--- src/design/mmscl_pkg.sv ---
// ----------------------------------------------------------------------------
// mmscl_pkg
// Shared widths, constants, request codes and the controller/datapath
// command and status bundles of the two-axis calibrated scaler.
// ----------------------------------------------------------------------------
package mmscl_pkg;

    // measurement samples averaged per result (1..16)
    localparam int AVG_SAMPLES = 4;

    // field widths
    localparam int SMP_W   = 12;
    localparam int SUM_W   = 16;
    localparam int TALLY_W = 4;
    localparam int HALF_W  = 11;
    localparam int POS_W   = 10;
    localparam int PROD_W  = 2 * SMP_W;
    localparam int CNT_W   = 4;

    // mean by reciprocal multiply: exact floor for any 16-bit sum and a
    // divisor up to 16, since sum * rounding error stays below 2^MEAN_K
    localparam int MEAN_K      = SUM_W + 5;
    localparam int MEAN_PROD_W = SUM_W + MEAN_K + 1;

    // arithmetic constants
    localparam logic [SMP_W-1:0]   FULL12     = 12'hFFF;
    localparam logic [SMP_W:0]     CENTER     = 13'd2048;
    localparam logic [HALF_W-1:0]  HALF_RESET = 11'd1500;
    localparam logic [TALLY_W:0]   AVG_CNT    = (TALLY_W + 1)'(AVG_SAMPLES);
    localparam logic [MEAN_K:0]    MEAN_RECIP =
        (MEAN_K + 1)'(((1 << MEAN_K) + AVG_SAMPLES - 1) / AVG_SAMPLES);

    // one quotient bit per step, 12-bit quotients
    localparam logic [CNT_W-1:0]   DIV_STEPS  = CNT_W'(SMP_W);

    // request codes
    typedef logic [1:0] t_req;
    localparam t_req REQ_START = 2'd0;
    localparam t_req REQ_CALIB = 2'd1;
    localparam t_req REQ_MEAS  = 2'd2;

    // controller to datapath
    typedef struct packed {
        logic clear_all;     // start request: reset bounds and accumulators
        logic calib_upd;     // widen min/max of the addressed channel
        logic meas_add;      // accumulate a measurement sample
        logic sum_load;      // last sample: latch channel and closing sum
        logic mean_calc;     // scale the closing sum down to the mean
        logic div_step;      // one restoring division step
        logic prep;          // latch mean, select bounds, clamp
        logic mul;           // scale offset, load divider for the mapping
        logic out_load;      // move the finished result into the output register
    } t_dp_cmd;

    // datapath to controller
    typedef struct packed {
        logic last_sample;   // this measurement completes the average
        logic out_free;      // output register can take a result this cycle
    } t_dp_stat;

endpackage

--- src/design/mmscl_ctrl.sv ---
// ----------------------------------------------------------------------------
// mmscl_ctrl
// Sequencer: accepts request beats, steps the mean, bound selection and the
// mapping division and hands the result to the output register.
// ----------------------------------------------------------------------------
module mmscl_ctrl
    import mmscl_pkg::*;
(
    input  logic     i_clk,
    input  logic     i_rst_n,
    input  logic     i_valid,
    input  t_req     i_req_type,
    output logic     o_stall,
    input  t_dp_stat i_stat,
    output t_dp_cmd  o_cmd
);

    typedef enum logic [2:0] {
        S_IDLE,
        S_MEAN,
        S_PREP,
        S_MUL,
        S_MAP_DIV,
        S_FINISH
    } t_state;

    t_state           r_state, n_state;
    logic [CNT_W-1:0] r_cnt, n_cnt;
    logic             w_accept;

    // input beat taken only when idle
    assign o_stall  = (r_state != S_IDLE);
    assign w_accept = (r_state == S_IDLE) && i_valid;

    // command decode and next state
    always_comb begin
        o_cmd   = '0;
        n_state = r_state;
        n_cnt   = r_cnt;
        case (r_state)
            S_IDLE: begin
                if (w_accept) begin
                    case (i_req_type)
                        REQ_START: o_cmd.clear_all = 1'b1;
                        REQ_CALIB: o_cmd.calib_upd = 1'b1;
                        REQ_MEAS: begin
                            o_cmd.meas_add = 1'b1;
                            if (i_stat.last_sample) begin
                                o_cmd.sum_load = 1'b1;
                                n_state = S_MEAN;
                            end
                        end
                        default: ;
                    endcase
                end
            end
            S_MEAN: begin
                o_cmd.mean_calc = 1'b1;
                n_state         = S_PREP;
            end
            S_PREP: begin
                o_cmd.prep = 1'b1;
                n_state    = S_MUL;
            end
            S_MUL: begin
                o_cmd.mul = 1'b1;
                n_state   = S_MAP_DIV;
                n_cnt     = '0;
            end
            S_MAP_DIV: begin
                o_cmd.div_step = 1'b1;
                n_cnt          = r_cnt + 1'b1;
                if (r_cnt == DIV_STEPS - 1'b1) begin
                    n_state = S_FINISH;
                end
            end
            S_FINISH: begin
                if (i_stat.out_free) begin
                    o_cmd.out_load = 1'b1;
                    n_state        = S_IDLE;
                end
            end
            default: n_state = S_IDLE;
        endcase
    end

    // state and step counter
    always_ff @(posedge i_clk) begin
        if (!i_rst_n) begin
            r_state <= S_IDLE;
            r_cnt   <= '0;
        end else begin
            r_state <= n_state;
            r_cnt   <= n_cnt;
        end
    end

    // step counter never runs past the quotient width
    a_cnt_range: assert property (@(posedge i_clk) disable iff (!i_rst_n)
        (r_state == S_MAP_DIV) |-> (r_cnt < DIV_STEPS))
        else $error("division step counter out of range");

    // mean cycle hands over to bound selection
    a_mean_to_prep: assert property (@(posedge i_clk) disable iff (!i_rst_n)
        (r_state == S_MEAN) |=> (r_state == S_PREP))
        else $error("mean cycle did not hand over to bound selection");

    // a delivered result frees the sequencer for the next beat
    a_load_idle: assert property (@(posedge i_clk) disable iff (!i_rst_n)
        o_cmd.out_load |=> !o_stall)
        else $error("sequencer busy after result load");

endmodule

--- src/design/mmscl_dp.sv ---
// ----------------------------------------------------------------------------
// mmscl_dp
// Datapath: per-channel bounds and accumulators, reciprocal-multiply mean,
// fallback bound selection, clamp, offset scaling, a radix-2 restoring
// divider for the mapping and the output register.
// ----------------------------------------------------------------------------
module mmscl_dp
    import mmscl_pkg::*;
(
    input  logic              i_clk,
    input  logic              i_rst_n,
    input  t_dp_cmd           i_cmd,
    output t_dp_stat          o_stat,
    input  logic              i_channel,
    input  logic [SMP_W-1:0]  i_sample,
    input  logic              i_cfg_we,
    input  logic [HALF_W-1:0] i_cfg_data,
    output logic              o_valid,
    input  logic              i_stall,
    output logic              o_axis,
    output logic [POS_W-1:0]  o_position,
    output logic [SMP_W-1:0]  o_mean_raw,
    output logic              o_fallback_used
);

    // calibration and accumulation state
    logic [SMP_W-1:0]   r_low   [2];
    logic [SMP_W-1:0]   r_high  [2];
    logic [SUM_W-1:0]   r_sum   [2];
    logic [TALLY_W-1:0] r_tally [2];
    logic [HALF_W-1:0]  r_half;
    logic               r_ovalid;

    // working registers of one averaged result
    logic               r_ch;
    logic [SUM_W-1:0]   r_acc;
    logic [SMP_W-1:0]   r_rem, r_nq, r_den;
    logic [SMP_W-1:0]   r_mean, r_x, r_lo, r_hi;
    logic               r_fb, r_zero, r_full;

    // output register
    logic               r_o_axis, r_o_fb;
    logic [POS_W-1:0]   r_o_pos;
    logic [SMP_W-1:0]   r_o_mean;

    logic [SUM_W-1:0]       w_sum_new;
    logic [TALLY_W:0]       w_tally_inc;
    logic [MEAN_PROD_W-1:0] w_mean_prod;
    logic [SMP_W:0]         w_trial, w_sub;
    logic                   w_ge;
    logic [SMP_W-1:0]       w_cal_lo, w_cal_hi, w_lo, w_hi, w_x;
    logic [SMP_W:0]         w_fb_lo, w_fb_hi;
    logic                   w_fb;
    logic [SMP_W-1:0]       w_diff;
    logic [PROD_W-1:0]      w_prod;
    logic [SMP_W-1:0]       w_map;

    // accumulate and detect the closing sample of an average
    assign w_sum_new   = r_sum[i_channel] + SUM_W'(i_sample);
    assign w_tally_inc = {1'b0, r_tally[i_channel]} + 1'b1;

    assign o_stat.last_sample = (w_tally_inc >= AVG_CNT);
    assign o_stat.out_free    = !r_ovalid || !i_stall;

    // closing sum times the rounded-up reciprocal of the average length
    assign w_mean_prod = MEAN_PROD_W'(r_acc) * MEAN_PROD_W'(MEAN_RECIP);

    // one restoring division step
    assign w_trial = {r_rem, r_nq[SMP_W-1]};
    assign w_sub   = w_trial - {1'b0, r_den};
    assign w_ge    = (w_trial >= {1'b0, r_den});

    // bound selection with fallback around the center
    always_comb begin
        w_cal_lo = r_low[r_ch];
        w_cal_hi = r_high[r_ch];
        w_fb     = (w_cal_lo >= w_cal_hi);
        w_fb_lo  = (CENTER > {2'b0, r_half}) ? (CENTER - {2'b0, r_half}) : '0;
        w_fb_hi  = CENTER + {2'b0, r_half};
        if (w_fb_hi > {1'b0, FULL12}) begin
            w_fb_hi = {1'b0, FULL12};
        end
        w_lo = w_fb ? w_fb_lo[SMP_W-1:0] : w_cal_lo;
        w_hi = w_fb ? w_fb_hi[SMP_W-1:0] : w_cal_hi;
        // clamp the mean into the range
        w_x = r_nq;
        if (w_x < w_lo) begin
            w_x = w_lo;
        end
        if (w_x > w_hi) begin
            w_x = w_hi;
        end
    end

    // offset scaled onto the full 12-bit span
    assign w_diff = r_x - r_lo;
    assign w_prod = PROD_W'(w_diff) * PROD_W'(FULL12);

    // mapped value with its edge cases
    assign w_map = r_zero ? '0 : (r_full ? FULL12 : r_nq);

    // bounds, accumulators, config and output valid
    always_ff @(posedge i_clk) begin
        if (!i_rst_n) begin
            for (int c = 0; c < 2; c++) begin
                r_low[c]   <= FULL12;
                r_high[c]  <= '0;
                r_sum[c]   <= '0;
                r_tally[c] <= '0;
            end
            r_half   <= HALF_RESET;
            r_ovalid <= 1'b0;
        end else begin
            if (i_cfg_we) begin
                r_half <= i_cfg_data;
            end
            if (i_cmd.clear_all) begin
                for (int c = 0; c < 2; c++) begin
                    r_low[c]   <= FULL12;
                    r_high[c]  <= '0;
                    r_sum[c]   <= '0;
                    r_tally[c] <= '0;
                end
            end
            if (i_cmd.calib_upd) begin
                if (i_sample < r_low[i_channel]) begin
                    r_low[i_channel] <= i_sample;
                end
                if (i_sample > r_high[i_channel]) begin
                    r_high[i_channel] <= i_sample;
                end
            end
            if (i_cmd.meas_add) begin
                if (o_stat.last_sample) begin
                    r_sum[i_channel]   <= '0;
                    r_tally[i_channel] <= '0;
                end else begin
                    r_sum[i_channel]   <= w_sum_new;
                    r_tally[i_channel] <= w_tally_inc[TALLY_W-1:0];
                end
            end
            if (i_cmd.out_load) begin
                r_ovalid <= 1'b1;
            end else if (!i_stall) begin
                r_ovalid <= 1'b0;
            end
        end
    end

    // divider and result working registers
    always_ff @(posedge i_clk) begin
        if (i_cmd.sum_load) begin
            r_ch  <= i_channel;
            r_acc <= w_sum_new;
        end
        if (i_cmd.mean_calc) begin
            r_nq <= w_mean_prod[MEAN_K+SMP_W-1:MEAN_K];
        end
        if (i_cmd.div_step) begin
            r_rem <= w_ge ? w_sub[SMP_W-1:0] : w_trial[SMP_W-1:0];
            r_nq  <= {r_nq[SMP_W-2:0], w_ge};
        end
        if (i_cmd.prep) begin
            r_mean <= r_nq;
            r_x    <= w_x;
            r_lo   <= w_lo;
            r_hi   <= w_hi;
            r_fb   <= w_fb;
        end
        if (i_cmd.mul) begin
            r_rem  <= w_prod[PROD_W-1:SMP_W];
            r_nq   <= w_prod[SMP_W-1:0];
            r_den  <= r_hi - r_lo;
            r_zero <= (r_hi <= r_lo) || (r_x <= r_lo);
            r_full <= (r_x >= r_hi);
        end
        if (i_cmd.out_load) begin
            r_o_axis <= r_ch;
            r_o_pos  <= w_map[SMP_W-1:SMP_W-POS_W];
            r_o_mean <= r_mean;
            r_o_fb   <= r_fb;
        end
    end

    assign o_valid         = r_ovalid;
    assign o_axis          = r_o_axis;
    assign o_position      = r_o_pos;
    assign o_mean_raw      = r_o_mean;
    assign o_fallback_used = r_o_fb;

    // tallies always close before reaching the average length
    a_tally_range: assert property (@(posedge i_clk) disable iff (!i_rst_n)
        (r_tally[0] < AVG_CNT[TALLY_W-1:0] || AVG_CNT[TALLY_W])
        && (r_tally[1] < AVG_CNT[TALLY_W-1:0] || AVG_CNT[TALLY_W]))
        else $error("sample tally overran the average length");

    // start request leaves both channels as an empty calibration
    a_clear: assert property (@(posedge i_clk) disable iff (!i_rst_n)
        i_cmd.clear_all |=> (r_low[0] == FULL12 && r_high[0] == '0
        && r_low[1] == FULL12 && r_high[1] == '0 && r_sum[0] == '0 && r_sum[1] == '0))
        else $error("start request did not clear calibration state");

    // a loaded result is presented on the next cycle
    a_load_valid: assert property (@(posedge i_clk) disable iff (!i_rst_n)
        i_cmd.out_load |=> o_valid)
        else $error("loaded result not presented");

endmodule

--- src/design/two_axis_min_max_calibrated_scaler.sv ---
// ----------------------------------------------------------------------------
// two_axis_min_max_calibrated_scaler
// Min/max calibrated two-axis scaler: tracks per-channel bounds, averages
// measurement samples and maps the mean linearly onto a 10-bit position.
//
//   channel   handshake              payload
//   input     i_valid / o_stall      i_req_type, i_channel, i_sample
//   output    o_valid / i_stall      o_axis, o_position, o_mean_raw,
//                                    o_fallback_used
//   config    i_cfg_we               i_cfg_data (fallback half span)
//
// Start, calibration and non-final measurement beats leave the sequencer idle.
// A measurement that closes an average passes the accepting beat, a
// reciprocal-multiply mean step, bound select, scale, 12 steps of the
// radix-2 divider for the mapping, and a finish state that waits while the
// output register is full and stalled. The output register lets the next
// beat in while a result waits; a result is held there while i_stall is high.
// Synchronous active-low reset gives an empty calibration and a half span
// of 1500; no clearing pass is needed.
// ----------------------------------------------------------------------------
module two_axis_min_max_calibrated_scaler
    import mmscl_pkg::*;
(
    input  logic              i_clk,
    input  logic              i_rst_n,
    input  logic              i_valid,
    output logic              o_stall,
    input  logic [1:0]        i_req_type,
    input  logic              i_channel,
    input  logic [SMP_W-1:0]  i_sample,
    output logic              o_valid,
    input  logic              i_stall,
    output logic              o_axis,
    output logic [POS_W-1:0]  o_position,
    output logic [SMP_W-1:0]  o_mean_raw,
    output logic              o_fallback_used,
    input  logic              i_cfg_we,
    input  logic [HALF_W-1:0] i_cfg_data
);

    t_dp_cmd  w_cmd;
    t_dp_stat w_stat;

    // sequencer
    mmscl_ctrl u_ctrl (
        .i_clk      (i_clk),
        .i_rst_n    (i_rst_n),
        .i_valid    (i_valid),
        .i_req_type (i_req_type),
        .o_stall    (o_stall),
        .i_stat     (w_stat),
        .o_cmd      (w_cmd)
    );

    // datapath
    mmscl_dp u_dp (
        .i_clk           (i_clk),
        .i_rst_n         (i_rst_n),
        .i_cmd           (w_cmd),
        .o_stat          (w_stat),
        .i_channel       (i_channel),
        .i_sample        (i_sample),
        .i_cfg_we        (i_cfg_we),
        .i_cfg_data      (i_cfg_data),
        .o_valid         (o_valid),
        .i_stall         (i_stall),
        .o_axis          (o_axis),
        .o_position      (o_position),
        .o_mean_raw      (o_mean_raw),
        .o_fallback_used (o_fallback_used)
    );

endmodule
--- config.mk ---
export PLATFORM = sky130hd
export DESIGN_NAME = two_axis_min_max_calibrated_scaler
export DESIGN_NICKNAME = d
export VERILOG_FILES = /design/src/design/mmscl_pkg.sv /design/src/design/mmscl_ctrl.sv /design/src/design/mmscl_dp.sv /design/src/design/two_axis_min_max_calibrated_scaler.sv
export SDC_FILE = /design/constraint.sdc
export NUM_CORES = 1
export LEC_CHECK = 0
export BUFFER_PORTS_ARGS = -buffer_cell sky130_fd_sc_hd__buf_2
export CAP_MARGIN = 40
export CORE_AREA = 2 2 173 175
export DETAILED_ROUTE_END_ITERATION = 7
export DIE_AREA = 0 0 175 177
export PLACE_DENSITY = 0.87
export SKIP_LAST_GASP = 1
export SLEW_MARGIN = 40
export SYNTH_ARGS = -nofsm -noshare
export SYNTH_HDL_FRONTEND = slang
export SYNTH_SLANG_ARGS = --single-unit
--- constraint.sdc ---
create_clock -name i_clk -period 6.2 [get_ports i_clk]
set_input_delay 0.31 -clock i_clk [delete_from_list [all_inputs] [get_ports i_clk]]
set_output_delay 0.31 -clock i_clk [all_outputs]
set_load 0.02 [all_outputs]
# Word-level counts from Yosys, hierarchy flattened
# Memories as Yosys holds them, arrays and structs flattened. A register that Yosys moved wholly into a read port is not among the register bits.
# Cells that the tools add are included.
# totals
word_cells	160
ff_bits	145
ramBits	88
out_inout_bits	26
n_memories	4
in_bits	31
# op_classes
n_reduce_logical	16
n_eq_ne	14
addsub	8
bitwise	10
mul	1
mux	76
order_cmp	11
# mem_list
name	words	word_bits	rd	rd_ports_with_merged_regs	wr	line	rtl
u_dp.r_sum	2	16	1	0	2	mmscl_dp.sv:29	logic [SUM_W-1:0] r_sum [2];
u_dp.r_high	2	12	2	1	2	mmscl_dp.sv:28	logic [SMP_W-1:0] r_high [2];
u_dp.r_low	2	12	2	1	2	mmscl_dp.sv:27	logic [SMP_W-1:0] r_low [2];
u_dp.r_tally	2	4	1	0	2	mmscl_dp.sv:30	logic [TALLY_W-1:0] r_tally [2];
# ops
op	count
$mux W12	18
$mux W16	4
$mux W1	40
$sub A12 B12 Y12	3
$ge A12 B12 Y1	2
$gt A12 B12 Y1	2
$le A12 B12 Y1	2
$lt A12 B12 Y1	2
$mul A12 B12 Y24 const B	1
$mux W4	6
$reduce_or A12 Y1	2
$pmux W3 S6	1
$add A16 B12 Y16	1
$reduce_or A16 Y1	1
$mux W3	5
$add A12 B11 Y13 const A	1
$ge A13 B12 Y1	1
$gt A13 B12 Y1 const B	1
$sub A12 B11 Y12 const A	1
$ne A2 B1 Y1 const B	5
$or A1 B1 Y1	10
$pmux W4 S2	1
$eq A3 B2 Y1 const B	2
$eq A3 B3 Y1 const B	2
other kinds (18)	22

# Logic depth before layout (Yosys ltp)
# An unclocked memory read counts as a cell.
# depth
ltp_word	13
ltp_mapped	32
mapped_depth_nobuf	28

# Cells and area by module
# From an unflattened synthesis, not the netlist that was laid out.
# hier_totals
hier_cells	1612
area_unflattened_um2	17279.1
# by_module_without_submodules
module	seq_area_each_um2	cells_per_inst	area_per_inst_um2	n_inst
mmscl_dp	6506.2	1563	16842.4	1
mmscl_ctrl	140.1	49	436.7	1

# Worst setup path after synthesis
# OpenSTA, ideal clock, no wires.
# synth_path
kind	reg2reg
start	register u_dp.r_lo[0]
end	register u_dp.r_rem[10], data pin
n_path_buf	0
setup_ps	269
stages_incl_launch_ff	28
path_slack_ps	-626
required_time_ps	5931
arrival_ps	6557
synth_period_minus_slack_ps	6826
cell_sequence	edfxtp_1 ha_1 fa_1 nor2b_1 o21ai_0 a21boi_0 o21ai_0 a21oi_1 mux2i_1 or2_2 inv_1 fa_1 inv_1 fa_1 fa_1 fa_1 inv_1 fa_1 inv_1 ha_1 o211ai_1 nor2_1 a2bb2oi_1 nand2_1 o41ai_1 o21ai_0 xnor2_1 o21ai_0
# synth_between
elab_chain_len	3
# synth_rtl
item	line	rtl
start: declaration	mmscl_dp.sv:38	logic [SMP_W-1:0] r_mean, r_x, r_lo, r_hi;
start signal: assignment	mmscl_dp.sv:166	r_lo <= w_lo;
$sub A12 B12 Y12	mmscl_dp.sv:96	assign w_diff = r_x - r_lo;
$mul A12 B12 Y24	mmscl_dp.sv:97	assign w_prod = PROD_W'(w_diff) * PROD_W'(FULL12);
$mux W12	mmscl_dp.sv:170	if (i_cmd.mul) begin
end signal: assignment	mmscl_dp.sv:160	r_rem <= w_ge ? w_sub[SMP_W-1:0] : w_trial[SMP_W-1:0];
end signal: assignment	mmscl_dp.sv:171	r_rem <= w_prod[PROD_W-1:SMP_W];
end: declaration	mmscl_dp.sv:37	logic [SMP_W-1:0] r_rem, r_nq, r_den;
# No other way between the ends.
# A chain may end at the register's enable or synchronous reset.

# Worst setup path after layout
# Same ends and word-level chain as after synthesis.

==> impl_results.md <==
- DIE WIDTH: 175 um
- Type of origin of the critical path: flop
- Worst Path Required: 6.45 ns
- Setup repair after global routing missed its margin: true
- Antenna cells: 0
- Post-synth top cells: edfxtp_1, inv_1, ha_1
- H-tree depth: 1
- 1st-iter DRT viols: 1187
- Skew-Pair Late Insertion Delay: 0.55 ns
- NumNets Final: 2096
- Crit-path max cell delay: 0.56 ns
- Max-cap viol count: 0
- Multi-input logic area: 0.0101 mm2
- Final wirelength: 50800 um
- Synthesized flop and latch total: 228
- Top-count cell post-synth: edfxtp_1
- Final Skew: 0.0221 ns
- Cells after Synth: 1559
- Drt first pass iters: 8
- DIE AREA: 0.0310 mm2
- Syn_area_per_cell: 10.7 um2
- Seq. cell area: 0.00665 mm2
- Yosys top cell area share: 0.374
- Failing checks: negative setup slack
- Crit end category: flop
- Yosys cell types: 72
- Share of post-route cells with drive strength above 1: 0.284
- Synth top area cells: edfxtp_1, ha_1, fa_1
- WS Path Type: reg2reg
- Post-route ant nets: 0
- Post-synth EDFFs: 208
- Clk buf depth: 3
- Netlist Area Pre-Place: 0.0167 mm2
- Total placed cells including tap cells: 2135
- Total CTS buffers: 25
- Hold EP: u_dp.r_half[4]$_SDFFE_PN1P_
- Largest net degree at the start of global routing: 50
- Hpwl dp: 33900 um
- Setup slack after layout: -0.622 ns
- Area grow syn2layout: 24.5%
- Critical path's slowest cell: fa_1
- Actual slew at the worst max-slew pin: 0.850 ns
- Crit path DAT: 7.07 ns
- Pre-CTS WS: -0.691 ns
- Hold depth: 3
- Post-synthesis async set-or-reset flop share: 0
- Routed vias: 14006
- RR Startpoint: u_dp.r_lo[0]$_DFFE_PN_
- Max-slew violations: 0
- Initial Utilization: 0.572
- Die H: 177 um
- Reg2reg end: u_dp.r_rem[10]$_DFFE_PP_
- Post-synth top area cell: edfxtp_1
- Total gr overflow: 0
- Hold_sp: i_cfg_data[4]
- Total GRT Usage: 0.299
- IO Count: 57
- # DRC: 0
- Root buffer cell: clkbuf_16
- Final period utilization: 1.10
- Fillers: 1728
- Vias in the first global route: 14156
- Gpl congestion: 0.973
- Port Buf Inserts: 56
- Maximum operating frequency: 147 MHz
- CORE AREA: 0.0292 mm2
- Final worst path period need: 6.82 ns
- Post-Layout Cell Count: 2227
- Initial antenna violation count: 0
- Crit Path Max Fanout: 3
- Status: complete, but fails checks
- Placement-stage cell area: 0.0187 mm2
- R2R cell count: 28
- Design Area, Final: 0.0208 mm2
- Ys Warns: 0
- # setup viols final: 17
- Fin. Hold Viols: 0
- Launch point of the worst path: u_dp.r_lo[0]$_DFFE_PN_
- Avg WL per Cell: 22.8 um
- Reg2Reg Setup Slack: -0.62 ns
- Synth Flop Type: edfxtp_1
- Number of core rows: 63
- Worst slew margin: 0.434
- Worst hold slack: 0.00785 ns
- Sequential share of the synthesized area: 0.397
- First-pass GRT wire length: 72900 um
- Via-per-instance ratio: 6.29
- Path category of the worst min-delay check: in2reg
- Clock Pin Slew Worst Setup and Hold Paths: 0.06 ns
- Sink Count: 228
- CTS tree: built
[worst max path at each step]
stage                     slack, ns                        to
after floorplan               -0.29  u_dp.r_rem[10]$_DFFE_PP_
after global placement        -0.41  u_dp.r_rem[10]$_DFFE_PP_
after detailed placement      -0.69  u_dp.r_rem[10]$_DFFE_PP_
after CTS                     -0.37  u_dp.r_rem[10]$_DFFE_PP_
after global routing          -0.81  u_dp.r_rem[10]$_DFFE_PP_
final                         -0.62  u_dp.r_rem[10]$_DFFE_PP_
[cells in the final DEF, fill, tap and decap left out, drive strengths merged, types with 15 or more instances in the layout]
| master | count |
|---|---|
| nor3 | 35 |
| mux2 | 54 |
| a21o | 32 |
| nor2b | 25 |
| and2 | 23 |
| xor2 | 32 |
| nand4 | 17 |
| nor2 | 109 |
| ha | 188 |
| clkbuf | 34 |
| nand2 | 80 |
| xnor2 | 42 |
| fa | 59 |
| o21ai | 70 |
| a21oi | 68 |
| edfxtp | 208 |
| nand2b | 35 |
| buf | 267 |
| o21a | 15 |
| inv | 204 |
| dfxtp | 20 |
| mux2i | 61 |
| nand3 | 19 |
[metrics by stage]
stage,setup TNS (ns),utilization
3_5_place_dp,-6.08,0.639
4_1_cts,-2.12,0.686
5_1_grt,-8.79,0.712
3_3_place_gp,-2.91,0.638
6_report,-5.78,0.712
2_1_floorplan,-0.537,-
[state kept, by name, indices dropped and copies added (netlist names), 4 cells and up, named ones only]
register         cells
u_dp.r_sum          28
u_dp.r_high         24
u_dp.r_low          24
u_dp.o_mean_raw     12
u_dp.r_acc          12
u_dp.r_den          12
u_dp.r_hi           12
u_dp.r_lo           12
u_dp.r_mean         12
u_dp.r_nq           12
u_dp.r_rem          12
u_dp.r_x            12
u_dp.r_half         11
u_dp.o_position     10
u_dp.r_tally         8
u_ctrl.r_cnt         4
[repair_timing]
item | 4_1_cts | 5_1_grt
hold buffers | 2 | 0
hold endpoints to repair | 2 | 0
cloned | 1 | 1
endpoints found under the setup margin | 26 | 26
pin swaps | 34 | 49
resized for setup | 69 | 120
setup buffers | 21 | 23
[layer usage]
metal | global-route usage | wire [um] | vias to the layer above
met2 | 0.547 | 25200 | 935
li1 | - | - | 6038
met1 | 0.330 | 17100 | 6721
met4 | 0.175 | 4190 | 0
met5 | 0 | 0 | -
met3 | 0.0470 | 4300 | 312
[area by class of cell]
class,instances,share of cell area
Clock buffer,34,0.0331
Clock inverter,12,0.00884
Inverter,202,0.0364
Multi-Input combinational cell,1092,0.485
Sequential cell,228,0.319
Tap cell,390,0.0234
Timing Repair Buffer,269,0.0938
[worst max-delay path, delay by kind of cell (launching register included)]
family                     cells  cell delay (ns)
adders and majority gates      8             2.94
AOI/OAI and AO/OA             10             1.66
xor gates and xnor gates       4             0.75
DFF                            1             0.45
buffers and inverters          4             0.43
and+or+nand+nor                2             0.29
[kinds of logic (layout without fill, tap and decap cells)]
| logic type | after synthesis | after routing | share of synthesized area |
|---|---|---|---|
| AOI/OAI and AO/OA | 270 | 271 | 0.108 |
| xor gates and xnor gates | 74 | 74 | 0.0392 |
| adders and majority gates | 247 | 247 | 0.211 |
| buffers and inverters | 241 | 517 | 0.0555 |
| DFF | 228 | 228 | 0.397 |
| muxes | 115 | 115 | 0.0751 |
| other | 1 | 2 | 0.000224 |
| and+or+nand+nor | 383 | 383 | 0.113 |
Power is left out: the tool's default activity adds up to more than one toggle a clock period on the data nets, which glitch-free logic cannot reach.
